**src/rtl/core/btsp_pkg.sv**
```systemverilog
package btsp_pkg;

    localparam int MAX_NODES = 64;
    localparam int NODE_W    = 6;
    localparam int ADDR_W    = 2 * NODE_W;
    localparam int CNT_W     = 7;
    localparam int RISK_W    = 31;
    localparam int LEN_W     = 16;
    localparam int NRISK_W   = 32;
    localparam int NLEN_W    = 23;
    localparam int OLEN_W    = 22;

    localparam logic [NRISK_W-1:0] RISK_INF = 32'h7FFF_FFFF;
    localparam logic [NLEN_W-1:0]  LEN_INF  = 23'h7F_FFFF;
    localparam logic [OLEN_W-1:0]  LEN_OUT_MAX = 22'h3F_FFFF;
    localparam logic [CNT_W-1:0]   NODE_COUNT_RESET = 7'd64;

    localparam logic KIND_LOAD = 1'b0;
    localparam logic KIND_RUN  = 1'b1;

    typedef struct packed {
        logic [NODE_W-1:0]  addr;
        logic               we;
        logic [NRISK_W-1:0] wdata;
    } node_wr_t;

    typedef struct packed {
        logic              we;
        logic [ADDR_W-1:0] waddr;
        logic [RISK_W-1:0] wrisk;
        logic [LEN_W-1:0]  wlen;
        logic [ADDR_W-1:0] raddr;
    } adj_cmd_t;

endpackage

```
**src/rtl/core/btsp_node_mem.sv**
```systemverilog
module btsp_node_mem (
    input  logic                         clk,
    input  btsp_pkg::node_wr_t           wr,
    input  logic [btsp_pkg::NODE_W-1:0]  raddr,
    output logic [btsp_pkg::NRISK_W-1:0] rdata
);
    // One key per node; register both ports so key scan runs at one node per cycle.
    logic [btsp_pkg::NRISK_W-1:0] key_mem [btsp_pkg::MAX_NODES];

    always_ff @(posedge clk)
    begin
        if (wr.we)
            key_mem[wr.addr] <= wr.wdata;
        rdata <= key_mem[raddr];
    end
endmodule

```
**config.mk**
```make
export PLATFORM = sky130hd
export DESIGN_NAME = btsp_node_mem
export DESIGN_NICKNAME = d
export VERILOG_FILES = /design/src/rtl/core/btsp_pkg.sv /design/src/rtl/core/btsp_node_mem.sv
export SDC_FILE = /design/constraint.sdc
export NUM_CORES = 2
export LEC_CHECK = 0
export ABC_AREA = 1
export BUFFER_PORTS_ARGS = -buffer_cell sky130_fd_sc_hd__buf_4
export CAP_MARGIN = 0
export CORE_ASPECT_RATIO = 1.2
export CORE_MARGIN = 1
export CORE_UTILIZATION = 52
export DETAILED_ROUTE_END_ITERATION = 10
export PLACE_DENSITY = 0.8
export RECOVER_POWER = 100
export SYNTH_ARGS = -nofsm -noshare
export SYNTH_HDL_FRONTEND = slang
export SYNTH_SLANG_ARGS = --single-unit
```
**constraint.sdc**
```tcl
create_clock -name clk -period 6.4 [get_ports clk]
set_input_delay 1.92 -clock clk [delete_from_list [all_inputs] [get_ports clk]]
set_output_delay 1.92 -clock clk [all_outputs]
set_load 0.02 [all_outputs]
```
==> reports/metrics.yaml <==
cts-resized-gates: 0
end_kind: "flop"
final_cells: 8962
cts_made_buffers: 176
power-per-cell-area_nw_per_um2: 306
syn_to_final_growth_pct: 9.56
r2r_slack_ps: 4460
clock_path_buffers: 3
die_h_microns: 439
place_area_sq_um: 85500
yosys.area.top_type: "edfxtp_1"
syn_inst: 6769
finalWorstSetupSlack_ps: 1270
yosys_warnings: 0
grtUsageTotal: 0.282
hold_viol: 0
worstSetupPathType: "primary input to flop"
fp.dieW_microns: 366
antenna_found_initial: 17
holdBufCountCts: 0
start_util: 0.523
cap_violations: 94
routed_wl_microns: 230000
gp_routability_congestion: 0.907
path_max_fanout: 210
p_leak_uw: 0.0313
setup_tns_ps: 0
cts.sinks: 2080
grt_overflow: 0
period_share: 0.801
whs_ps: 813
status: "complete, but fails checks"
drc_errors: 0
grt_max_degree: 211
grt_pass1_wl_microns: 335000
clock.fmax_ghz: 0.195
multiInputGateArea_sq_um: 18600
worst_pin_slew_ps: 4090
skew_ps: 53.4
synth_top_area_frac: 0.743
port_buffers: 77
setup_viol: 0
wl_per_cell_microns: 25.7
slew_violations: 4115
ys_types: 16
max_slew_margin: -1.73
place_worst_setup_slack_ps: 1500
clkTransAtPathRegs_ps: 70
ys_ff_latch: 2080
syn_nets: 6815
dp.cells: 8631
cts_tree: "done"
hold_path_class: "flop to flop"
drive_gt1_frac: 0.0571
rows: 160
hpwl_microns: 123000
worstSkewPairLatency_ps: 830
vias: 55661
start_kind: "primary input"
dr.pass1.iters: 9
finalCriticalPeriod_ps: 5130
core_area_sq_um: 158000
seq_area_frac_synth: 0.751
ios: 78
cp.required_ps: 7140
final_nets: 6749
ir_drop_mv: 0.252
avgSynthCellArea_sq_um: 12.2
crit_arrival_ps: 5870
fill_cells: 11766
via_per_inst: 6.21
ys_top_cells_by_area: "edfxtp_1, nand3_1, nand2_1, buf_2, dfxtp_1"
drt-initial-drc-count: 8631
cts_root_buf: "clkbuf_16"
fin_area_sq_um: 90600
cts_max_level: 4
seqCellArea_sq_um: 62100
violations: "capacitance limit, slew limit"
rsz0062_at_grt: "no"
die-area_sq_um: 161000
cts_setup_buffers: 0
grt_pass1_vias: 52916
syn_area_sq_um: 82700
ant_nets: 0
placed cells by master, fill, tap and decap left out:
cell type	count
nand2_1	2248
nand3_1	1907
clkinv_1	19
bufinv_16	16
nor4_2	1
clkinv_16	1
clkbuf_8	9
clkinv_4	4
edfxtp_1	2048
nor4_1	7
buf_8	3
nor2_4	39
inv_16	1
clkbuf_2	1
inv_1	7
clkinv_8	4
clkbuf_1	168
buf_6	1
diode_2	3
dfxtp_1	32
inv_2	1
nand4_1	9
clkbuf_16	181
buf_4	52
clkinv_2	34
clkinvlp_4	11
nor2_1	17
inv_8	3
buf_12	23
inv_6	6
area by class of cell:
class,instances,area share
tap,2106,0.0291
multi-input combinational,4228,0.205
clock inverter,95,0.0109
inverter,12,0.000897
sequential,2080,0.686
clock buffer,233,0.0531
timing repair buffer,205,0.0152
antenna,3,0.0000828
power by group:
group / internal [uW] / leakage [uW] / switching (uW)
Combinational: 380 / 0.00983 / 1410
Clock: 5970 / 0.00282 / 4790
Sequential: 15100 / 0.0187 / 85.7
worst max-delay path, cell delays in order:
cell      delay, ps
buf_8           210
inv_16          470
clkbuf_2       1350
nand2_1         120
nand3_1         140
nand3_1         100
nand3_1         200
nand3_1         280
nand2_1         240
nand2_1         230
nand2_1         140
cells in the mapped netlist:
master and number:
buf_6 3, nand4_1 9, nand2_1 2248, nor2_1 56, inv_4 1, buf_8 2
buf_4 45, inv_1 9, edfxtp_1 2048, inv_2 2, buf_2 282, dfxtp_1 32
nor4_1 8, nand3_1 1907, clkbuf_1 77, buf_1 40
state kept, by name, summed over array words and instances, names as in the netlist:
register	count
key_mem	2048
rdata	32
per-layer routing:
metal | up-vias | routed length, microns | GRT usage
li1 | 23954 | - | -
met1 | 26686 | 76600 | 0.361
met2 | 4272 | 108000 | 0.444
met3 | 721 | 28800 | 0.0494
met4 | 28 | 16900 | 0.189
met5 | - | 170 | 0
logic make-up (layout without fill, tap and decap cells):
logic type,count (synthesis),count (layout),synth area share
simple gates,4228,4228,0.221
flops,2080,2080,0.751
buf+inv,461,545,0.0278
other cells,0,3,0
stage by stage:
| step | util | power (uW) |
|---|---|---|
| 4_1_cts | 0.577 | 27700 |
| 3_3_place_gp | 0.541 | 17200 |
| 3_5_place_dp | 0.541 | 17200 |
| 6_report | 0.573 | 27800 |
| 2_1_floorplan | - | 16400 |
| 5_1_grt | 0.573 | 28300 |
worst paths after layout:
kind	startpoint	to	cells past startpoint
worst max-delay path	raddr[0]	rdata[3]	11
worst max register to register	key_mem[11][3]	rdata[3]	8
worst min register to register	key_mem[18][23]	rdata[23]	8
worst min-delay path	key_mem[18][23]	rdata[23]	8
(Power assumes the default switching activity.)
